[src/rtl/core/ctt_pkg.sv]
// ============================================================================
// ctt_pkg: shared definitions for the configuration text tokenizer
// Holds token kinds, character codes, sizes and the result beat record.
// ============================================================================
package ctt_pkg;

    // Sizes
    localparam int MAX_ID_LEN = 64;
    localparam int POS_WIDTH  = 16;
    localparam int KIND_W     = 4;
    localparam int CHAR_W     = 8;
    localparam int POS_OUT_W  = 16;
    localparam int LEN_W      = 7;

    // Token kinds
    localparam logic [KIND_W-1:0] KIND_IDENT_CHAR = 4'd0;
    localparam logic [KIND_W-1:0] KIND_IDENT_END  = 4'd1;
    localparam logic [KIND_W-1:0] KIND_EQUALS     = 4'd2;
    localparam logic [KIND_W-1:0] KIND_LBRACE     = 4'd3;
    localparam logic [KIND_W-1:0] KIND_RBRACE     = 4'd4;
    localparam logic [KIND_W-1:0] KIND_LANGLE     = 4'd5;
    localparam logic [KIND_W-1:0] KIND_RANGLE     = 4'd6;
    localparam logic [KIND_W-1:0] KIND_COMMA      = 4'd7;
    localparam logic [KIND_W-1:0] KIND_ERROR      = 4'd8;

    // Character codes
    localparam logic [CHAR_W-1:0] CH_TAB        = 8'h09;
    localparam logic [CHAR_W-1:0] CH_LF         = 8'h0A;
    localparam logic [CHAR_W-1:0] CH_SPACE      = 8'h20;
    localparam logic [CHAR_W-1:0] CH_HASH       = 8'h23;
    localparam logic [CHAR_W-1:0] CH_COMMA      = 8'h2C;
    localparam logic [CHAR_W-1:0] CH_LANGLE     = 8'h3C;
    localparam logic [CHAR_W-1:0] CH_EQUALS     = 8'h3D;
    localparam logic [CHAR_W-1:0] CH_RANGLE     = 8'h3E;
    localparam logic [CHAR_W-1:0] CH_UNDERSCORE = 8'h5F;
    localparam logic [CHAR_W-1:0] CH_LBRACE     = 8'h7B;
    localparam logic [CHAR_W-1:0] CH_RBRACE     = 8'h7D;

    // One result beat
    typedef struct packed {
        logic [KIND_W-1:0]    kind;
        logic [CHAR_W-1:0]    char_value;
        logic [POS_OUT_W-1:0] row;
        logic [POS_OUT_W-1:0] column;
        logic [LEN_W-1:0]     ident_length;
        logic                 run_last;
    } result_t;

endpackage

[src/rtl/core/config_text_tokenizer.sv]
// ============================================================================
// config_text_tokenizer: byte-serial tokenizer for configuration text
// Classifies each source byte, tracks row and column and emits tokens.
// ============================================================================
//
// Usage
//   Input channel (in_valid / in_ready): one source byte per beat, with
//   end_of_text set on the final byte of a source. Output channel
//   (out_valid / out_ready): one token per beat; run_last marks the last
//   token caused by a byte. A byte causes zero, one or two tokens.
//   Tokens are registered into the result queue and offered from its head.
//   Throughput: one byte per cycle while each byte gives at most one token
//   and the receiver keeps up; the tokens of a two-token byte leave one at
//   a time, as the rate is set by the single read port of the four-entry
//   result queue. in_ready is high while the queue has at least two free
//   entries, so when the receiver stalls the queue fills and input stalls with it.
//   After an error token every byte is accepted and dropped until reset.
//   Reset empties the queue and returns to row 1, column 0, idle scan.
//   End of text returns to that same start state for the next source.
//
module config_text_tokenizer
    import ctt_pkg::*;
(
    input  logic                 clk,
    input  logic                 rst_n,
    input  logic                 in_valid,
    output logic                 in_ready,
    input  logic [CHAR_W-1:0]    text_byte,
    input  logic                 end_of_text,
    output logic                 out_valid,
    input  logic                 out_ready,
    output logic [KIND_W-1:0]    kind,
    output logic [CHAR_W-1:0]    char_value,
    output logic [POS_OUT_W-1:0] row,
    output logic [POS_OUT_W-1:0] column,
    output logic [LEN_W-1:0]     ident_length,
    output logic                 run_last
);

    // Scan modes
    localparam logic [1:0] MODE_IDLE    = 2'd0;
    localparam logic [1:0] MODE_IDENT   = 2'd1;
    localparam logic [1:0] MODE_COMMENT = 2'd2;
    localparam logic [1:0] MODE_HALT    = 2'd3;

    localparam logic [POS_WIDTH-1:0] POS_MAX = {POS_WIDTH{1'b1}};
    localparam logic [LEN_W-1:0]     LEN_MAX = LEN_W'(MAX_ID_LEN);

    // Saturating position step
    function automatic logic [POS_WIDTH-1:0] sat_inc(input logic [POS_WIDTH-1:0] v);
        return (v == POS_MAX) ? v : v + 1'b1;
    endfunction

    // Low bits of a position for the output fields
    function automatic logic [POS_OUT_W-1:0] pos_out(input logic [POS_WIDTH-1:0] p);
        logic [POS_WIDTH+POS_OUT_W-1:0] wide;
        wide = {{POS_OUT_W{1'b0}}, p};
        return wide[POS_OUT_W-1:0];
    endfunction

    function automatic logic is_word(input logic [CHAR_W-1:0] b);
        return (b >= 8'h61 && b <= 8'h7A) || (b >= 8'h41 && b <= 8'h5A) ||
               (b >= 8'h30 && b <= 8'h39) || (b == CH_UNDERSCORE);
    endfunction

    // Scanner state
    logic [1:0]           mode_reg,      mode_next;
    logic [POS_WIDTH-1:0] cur_row_reg,   cur_row_next;
    logic [POS_WIDTH-1:0] cur_col_reg,   cur_col_next;
    logic [POS_WIDTH-1:0] start_row_reg, start_row_next;
    logic [POS_WIDTH-1:0] start_col_reg, start_col_next;
    logic [LEN_W-1:0]     id_count_reg,  id_count_next;

    // Result queue
    result_t    queue_reg [4];
    logic [1:0] wr_ptr_reg, wr_ptr_next;
    logic [1:0] rd_ptr_reg, rd_ptr_next;
    logic [2:0] count_reg,  count_next;

    logic       push;
    logic       pop;
    result_t    res [2];
    logic [1:0] res_n;
    logic       word;
    logic       is_lf;
    logic [KIND_W-1:0] punct_kind;

    assign in_ready = (count_reg <= 3'd2);
    assign push     = in_valid && in_ready;
    assign out_valid = (count_reg != 3'd0);
    assign pop      = out_valid && out_ready;

    assign word  = is_word(text_byte);
    assign is_lf = (text_byte == CH_LF);

    // Classify the byte, build its tokens and the next scanner state
    always_comb
    begin
        mode_next      = mode_reg;
        cur_row_next   = cur_row_reg;
        cur_col_next   = cur_col_reg;
        start_row_next = start_row_reg;
        start_col_next = start_col_reg;
        id_count_next  = id_count_reg;
        res[0]         = '0;
        res[1]         = '0;
        res_n          = 2'd0;
        punct_kind     = KIND_ERROR;

        if (mode_reg != MODE_HALT)
        begin
            // advance the position
            if (is_lf)
            begin
                cur_row_next = sat_inc(cur_row_reg);
                cur_col_next = '0;
            end
            else
            begin
                cur_col_next = sat_inc(cur_col_reg);
            end

            if (mode_reg == MODE_COMMENT)
            begin
                if (is_lf)
                    mode_next = MODE_IDLE;
            end
            else if (mode_reg == MODE_IDENT && word)
            begin
                if (id_count_reg < LEN_MAX)
                    id_count_next = id_count_reg + 1'b1;
                res[res_n[0]] = '{KIND_IDENT_CHAR, text_byte, pos_out(start_row_reg),
                                  pos_out(start_col_reg), '0, 1'b0};
                res_n = res_n + 1'b1;
            end
            else
            begin
                // close the running identifier
                if (mode_reg == MODE_IDENT)
                begin
                    res[res_n[0]] = '{KIND_IDENT_END, text_byte, pos_out(start_row_reg),
                                      pos_out(start_col_reg), id_count_reg, 1'b0};
                    res_n = res_n + 1'b1;
                    mode_next = MODE_IDLE;
                end

                // handle the byte as in idle scan
                if (text_byte == CH_SPACE || text_byte == CH_TAB || is_lf)
                begin
                    // skip whitespace
                end
                else if (text_byte == CH_HASH)
                begin
                    mode_next = MODE_COMMENT;
                end
                else if (word)
                begin
                    mode_next      = MODE_IDENT;
                    start_row_next = cur_row_next;
                    start_col_next = cur_col_next;
                    id_count_next  = LEN_W'(1);
                    res[res_n[0]] = '{KIND_IDENT_CHAR, text_byte, pos_out(cur_row_next),
                                      pos_out(cur_col_next), '0, 1'b0};
                    res_n = res_n + 1'b1;
                end
                else
                begin
                    case (text_byte)
                        CH_EQUALS: punct_kind = KIND_EQUALS;
                        CH_LBRACE: punct_kind = KIND_LBRACE;
                        CH_RBRACE: punct_kind = KIND_RBRACE;
                        CH_LANGLE: punct_kind = KIND_LANGLE;
                        CH_RANGLE: punct_kind = KIND_RANGLE;
                        CH_COMMA:  punct_kind = KIND_COMMA;
                        default:   punct_kind = KIND_ERROR;
                    endcase
                    if (punct_kind == KIND_ERROR)
                        mode_next = MODE_HALT;
                    res[res_n[0]] = '{punct_kind, text_byte, pos_out(cur_row_next),
                                      pos_out(cur_col_next), '0, 1'b0};
                    res_n = res_n + 1'b1;
                end
            end

            // end of text flushes an open identifier and rewinds
            if (end_of_text && mode_next == MODE_IDENT)
            begin
                res[res_n[0]] = '{KIND_IDENT_END, text_byte, pos_out(start_row_next),
                                  pos_out(start_col_next), id_count_next, 1'b0};
                res_n = res_n + 1'b1;
            end
            if (end_of_text && mode_next != MODE_HALT)
            begin
                mode_next     = MODE_IDLE;
                cur_row_next  = POS_WIDTH'(1);
                cur_col_next  = '0;
                id_count_next = '0;
            end

            // mark the last token of this byte
            if (res_n == 2'd2)
                res[1].run_last = 1'b1;
            else if (res_n == 2'd1)
                res[0].run_last = 1'b1;
        end
    end

    // Queue pointers and fill level
    always_comb
    begin
        wr_ptr_next = wr_ptr_reg;
        rd_ptr_next = rd_ptr_reg;
        count_next  = count_reg;
        if (push)
        begin
            wr_ptr_next = wr_ptr_reg + res_n;
            count_next  = count_next + {1'b0, res_n};
        end
        if (pop)
        begin
            rd_ptr_next = rd_ptr_reg + 1'b1;
            count_next  = count_next - 3'd1;
        end
    end

    // Hold control state
    always_ff @(posedge clk or negedge rst_n)
    begin
        if (!rst_n)
        begin
            mode_reg      <= MODE_IDLE;
            cur_row_reg   <= POS_WIDTH'(1);
            cur_col_reg   <= '0;
            start_row_reg <= '0;
            start_col_reg <= '0;
            id_count_reg  <= '0;
            wr_ptr_reg    <= '0;
            rd_ptr_reg    <= '0;
            count_reg     <= '0;
        end
        else
        begin
            if (push)
            begin
                mode_reg      <= mode_next;
                cur_row_reg   <= cur_row_next;
                cur_col_reg   <= cur_col_next;
                start_row_reg <= start_row_next;
                start_col_reg <= start_col_next;
                id_count_reg  <= id_count_next;
            end
            wr_ptr_reg <= wr_ptr_next;
            rd_ptr_reg <= rd_ptr_next;
            count_reg  <= count_next;
        end
    end

    // Write the tokens of an accepted beat into the queue
    always_ff @(posedge clk)
    begin
        if (push && res_n != 2'd0)
            queue_reg[wr_ptr_reg] <= res[0];
        if (push && res_n == 2'd2)
            queue_reg[wr_ptr_reg + 2'd1] <= res[1];
    end

    // Present the head of the queue
    assign kind         = queue_reg[rd_ptr_reg].kind;
    assign char_value   = queue_reg[rd_ptr_reg].char_value;
    assign row          = queue_reg[rd_ptr_reg].row;
    assign column       = queue_reg[rd_ptr_reg].column;
    assign ident_length = queue_reg[rd_ptr_reg].ident_length;
    assign run_last     = queue_reg[rd_ptr_reg].run_last;

endmodule

[config.mk]
export PLATFORM = sky130hd
export DESIGN_NAME = config_text_tokenizer
export DESIGN_NICKNAME = d
export VERILOG_FILES = /design/src/rtl/core/ctt_pkg.sv /design/src/rtl/core/config_text_tokenizer.sv
export SDC_FILE = /design/constraint.sdc
export NUM_CORES = 1
export LEC_CHECK = 0
export ABC_AREA = 1
export CORE_MARGIN = 2
export CORE_UTILIZATION = 55
export CTS_CLUSTER_SIZE = 12
export DETAILED_ROUTE_END_ITERATION = 10
export DONT_BUFFER_PORTS = 1
export GPL_ROUTABILITY_DRIVEN = 0
export PLACE_DENSITY = 0.71
export SYNTH_ARGS = -nofsm -noshare
export SYNTH_HDL_FRONTEND = slang
export SYNTH_SLANG_ARGS = --single-unit
export TNS_END_PERCENT = 50
[constraint.sdc]
create_clock -name clk -period 9.8 [get_ports clk]
set_input_delay 1.96 -clock clk [delete_from_list [all_inputs] [get_ports clk]]
set_output_delay 1.96 -clock clk [all_outputs]
set_load 0.005 [all_outputs]
After elaboration in Yosys (flattened, before gate mapping)
Memory sizes are Yosys's and may differ from the RTL's.
Cells that the tools add are included.
{"block": "word_totals", "word_cells": 162, "ramBits": 208, "ff_bits": 80, "input_bits": 13, "output_inout_bits": 54, "mem_count": 1}
{"block": "classes", "order_cmp": 12, "mux": 86, "addsub": 10, "eq_ne": 22, "bitwise": 2, "n_reduce_logical": 20}
{"memory": "queue_reg", "depth": 4, "width": 52, "rd": 1, "rd_clocked_by_memory_dff": 0, "wr": 2, "line_no": "config_text_tokenizer.sv:75", "text": "result_t queue_reg [4];"}
{"operator": "104-bit 2-to-1 mux", "n": 7}
{"operator": "52-bit 2-to-1 mux", "n": 7}
{"operator": "16-bit 2-to-1 mux", "n": 20}
{"operator": "104-bit bitwise mux", "n": 3}
{"operator": "52-bit demux with 1-bit select", "n": 2}
{"operator": "7-bit 2-to-1 mux", "n": 8}
{"operator": "49-bit 2-to-1 mux", "n": 1}
{"operator": "8-bit by 6-bit == test with 1-bit output (second input constant)", "n": 6}
{"operator": "2-bit 2-to-1 mux", "n": 21}
{"operator": "16-bit by 1-bit adder with 16-bit output (second input constant)", "n": 2}
{"operator": "16-bit == test (second input constant)", "n": 2}
{"operator": "8-bit by 7-bit == test with 1-bit output (second input constant)", "n": 3}
{"operator": "4-bit 2-to-1 mux", "n": 6}
{"operator": "4-bit case mux with 6 select lines", "n": 1}
{"operator": "8-bit by 4-bit == test with 1-bit output (second input constant)", "n": 2}
{"operator": "8-bit by 7-bit >= comparator with 1-bit output (second input constant)", "n": 2}
{"operator": "8-bit by 7-bit less-or-equal comparator with 1-bit output (second input constant)", "n": 2}
{"operator": "1-bit logical AND", "n": 12}
{"operator": "2-bit by 1-bit adder with 2-bit output (second input constant)", "n": 4}
{"operator": "8-bit by 6-bit >= comparator with 1-bit output (second input constant)", "n": 1}
{"operator": "8-bit by 6-bit less-or-equal comparator with 1-bit output (second input constant)", "n": 1}
{"operator": "1-bit 2-to-1 mux", "n": 8}
{"operator": "7-bit by 1-bit adder with 7-bit output (second input constant)", "n": 1}
{"operator": "7-bit < comparator (second input constant)", "n": 1}
{"operator": "other kinds (16)", "n": 29}

Depth between registers and ports, before layout
{"block": "logic_depth", "depth_word": 28, "depth_mapped": 24, "ltp_nobuf": 24}

Worst setup path before layout
Ideal clock, no wire load.
{"block": "synth_path", "kind": "input -> register", "startpoint": "input text_byte[7]", "endpoint": "memory queue_reg[1][0] (netlist bit), enable pin", "arrival_time_ns": 5.236, "required_time_ns": 9.389, "setup_ns": 0.411, "setup_slack_ns": 4.153, "path_stages": 20, "n_path_buf": 1, "path_cell_list": "nor2_1 nand2_1 nor3_1 inv_1 ha_1 inv_1 nand2_1 inv_1 nand2_1 nand2_1 nand2_1 nand2_1 inv_1 nand3_1 nand2_1 inv_2 nor2_4 nand2_1 clkbuf_1 nand2_1"}
{"item": "from (decl)", "line_no": "config_text_tokenizer.sv:28", "text": "input logic [CHAR_W-1:0] text_byte,"}
{"item": "to (decl)", "line_no": "config_text_tokenizer.sv:75"}

==> results.md <==
* FF-to-FF setup slack at 4.04 ns
* Worst-path cell chain: nor2_1, nand2_1, nor3_1, inv_1, ha_1, inv_1, nand2_1, inv_1, nand2_1, nand2_1, nand3b_1, nand2_1, nand2_1, nor2_4, buf_4, buf_4, nand3_1, nand2_1
* Synth unique cells at 37
* Final min period at 6.523 ns
* Area of the multi-input gates at 0.007657 mm²
* Combinational power share at 0.222
* Seq pwr share at 0.431
* Reg-to-Reg Start: mode_reg[1]
* Max frequency at 153.3 MHz
* Initial antenna violation count at 0
* Antenna diodes at 0
* Area grow syn2layout at 6.592%
* Register area share after synthesis at 0.4900
* Arr. time, crit path at between 6 and 7 ns
* Routed wire length at 52120 µm
* Post_cts resized at 0
* Max cap viols at 0
* Layout cell share with drive strength beyond 1 at 0.04867
* Gr usage total at 0.3258
* Final hold violation count at 0
* Clock slew at reported path FFs at 0.06 ns
* DP Wirelength at 29940 µm
* Internal power at between 2000 and 2500 µW
* Ys async rst share at 0.2778
* WHS Path Cells at 2
* Drt pass-1 iters at 6
* Core area at just over 0.03 mm²
* Clock Power Share at 0.347
* Inserted Clock Buffers at 30
* FF+latch count, synth at ~290
* Most frequent CP cell: nand2_1
* WP buf/inv at 5
* # IOs at 67
* Setup Viol. Count Final at 0
* Die area at around 0.032 mm²
* DR vias/cell at 6.180
* Total Neg Setup Slack at 0 ns
* CTS Hold Buffers Added at 0
* Total chip power at 3062 µW
* Commonest cells in the netlist: nand2_1 (753), nand3_1 (260), o21ai_0 (238), nor2_1 (235), edfxtp_1 (208)
* Setup bufs post-CTS at 0
* HP Start: cur_row_reg[0]
* Synth top area share at 0.3710
* Worst-margin pin slew at approximately 1.2 ns
* Max H-tree Level at 1
* Req. time, crit path at 10.22 ns
* Post-layout nets at 2175
* Worst setup SP type: primary input
* Register Area at 0.008250 mm²
* Synth area leaders: edfxtp_1 (37%), nand2_1 (17%), dfrtp_1 (12%)
* DRT iter0 DRCs at 1976
* Crit share post-route at 0.6656
* Hold WS at slightly above 0.5 ns
* Maximum VDD drop at 0.0001457 V
* Clock Latency Late Sink at about 0.58 ns
* CP Class: primary input to flop
* Vias at between 15000 and 20000
* # clock sinks at 288
* Yosys top cell by area: edfxtp_1
* Gr ovfl total at 0
* Slowest stage delay, CP at 0.90 ns
* Synth Cell Area at 0.01684 mm²
* Yosys warnings at 0
* Mean post-synth cell area at between 7 and 8 µm²
* Max reg flops at 208
* # port buffers at 0
* Peak fanout along the critical path at 109
* Power Dens Cells at roughly 170 mW/mm²
* Fillcell total at 2699
* Net Sw Frac at 0.3364
* First-pass GRT wire length at 81080 µm
* Slew Viols, Final at 0
* Vias in the first global route at between 10000 and 15000
* Pin count of the biggest net entering global routing at 110
* CTS tree: built
* Slew margin rel. at 0.1772
* Wire length per cell at 20.25 µm
* Final ANT Viol Nets at 0
* Clock root buffer: clkbuf_16
* Unrepaired setup endpoints after global routing: no
* Design area at around 0.018 mm²
* DP Area at 0.01706 mm²
* Die height at 179.0 µm
* Top_reg_cell synth: edfxtp_1
* Synthesized Nets at approximately 2300
* Worst flop-to-flop path endpoint: queue_reg[1][7]
* Switching power at 1030 µW
* Cell leakage power at 0.007369 µW
* Number of flops mapped to enable cells by yosys at 208
* Clock buffer depth at 3
* Worst path slowest cell: buf_4
* Top-count cell post-synth: nand2_1
* Worst Reg2Reg Path Length in Cells at 15
* Die W at approximately 180 µm
* Initial Util at 0.5547
* Worst Hold Endpoint: cur_row_reg[0]
* Final Skew at 0.01998 ns
* Status: finished, final reports clean
* Mapped Cells at 2234
* Hold Crit Class: flop to flop
* DR DRC count at 0
* Critical Path Start: text_byte[7]
* CP top delay family: simple AND/OR/NAND/NOR gates
* Standard-cell rows at 64
* CP endpoint kind: flop
-- metrics by stage --
stage	util	setup WS, ns	std cells
floorplan	-	4.153	2234
global placement	0.5621	3.049	2518
detailed placement	0.5621	2.941	2518
CTS	0.5913	3.501	2574
global route	0.5913	2.889	2574
finish	0.5913	3.277	2574
-- kinds of logic (layout without fill, tap and decap cells) --
kind of cell,Yosys count,in the layout,share of synthesized area
AND/OR/NAND/NOR,1288,1288,0.3123
AO/OA/AOI/OAI,369,369,0.1191
XOR/XNOR,25,25,0.01301
adder cells (fa/ha/maj),8,8,0.006391
flip-flops,288,288,0.4900
buffers and inverters,255,199,0.05864
multiplexers,1,1,0.0005946
-- cell usage in the layout, fill, tap and decap left out, drive strengths merged, types with 2 or more instances in the layout --
cell    count
o21ai     247
inv       109
nor2      239
nand2     755
nor4        4
a211oi     12
xnor2       2
ha          7
buf        32
nand3     260
a21oi      18
o211ai      5
xor2       23
nor3       15
edfxtp    208
o22ai      82
a22oi       2
nand4      13
dfrtp      79
clkinv     10
clkbuf     48
-- worst min-delay path, stage by stage, from the launching register on --
cell and delay (ns):
dfstp_2 0.38, inv_1 0.07, a21oi_1 0.06
-- how the worst max path moves through the flow --
stage,endpoint,slack [ns],cells past startpoint
global route,queue_reg[1][7],2.89,18
CTS,queue_reg[1][7],3.50,18
global placement,queue_reg[1][8],3.05,18
detailed placement,queue_reg[3][9],2.94,18
floorplan,queue_reg[1][0],4.15,20
finish,queue_reg[1][7],3.28,18
-- area by class of cell --
| type | count | area share |
|---|---|---|
| clock buffers | 48 | 0.04671 |
| clock inverters | 8 | 0.002649 |
| repair buffers | 32 | 0.01339 |
| inverters | 111 | 0.02322 |
| multi-input cells | 1691 | 0.4267 |
| flip-flops and latches | 288 | 0.4597 |
| well taps | 396 | 0.02761 |
-- metal layers --
layer	vias to the layer above	part of all wire	global-route usage
li1	7361	-	-
met1	7529	0.40	0.4286
met2	873	0.46	0.5372
met3	145	0.11	0.06552
met4	0	0.033	0.1142
met5	-	0	0
-- power by group through the flow --
stage          Sequential, µW  Combinational (µW)  Clock, µW
2_1_floorplan            1340                 439          0
3_3_place_gp             1340                 657          0
3_5_place_dp             1340                 669          0
4_1_cts                  1320                 673       1070
5_1_grt                  1320                 737       1110
6_report                 1320                 681       1060
Power figures use the tool's default switching activity.
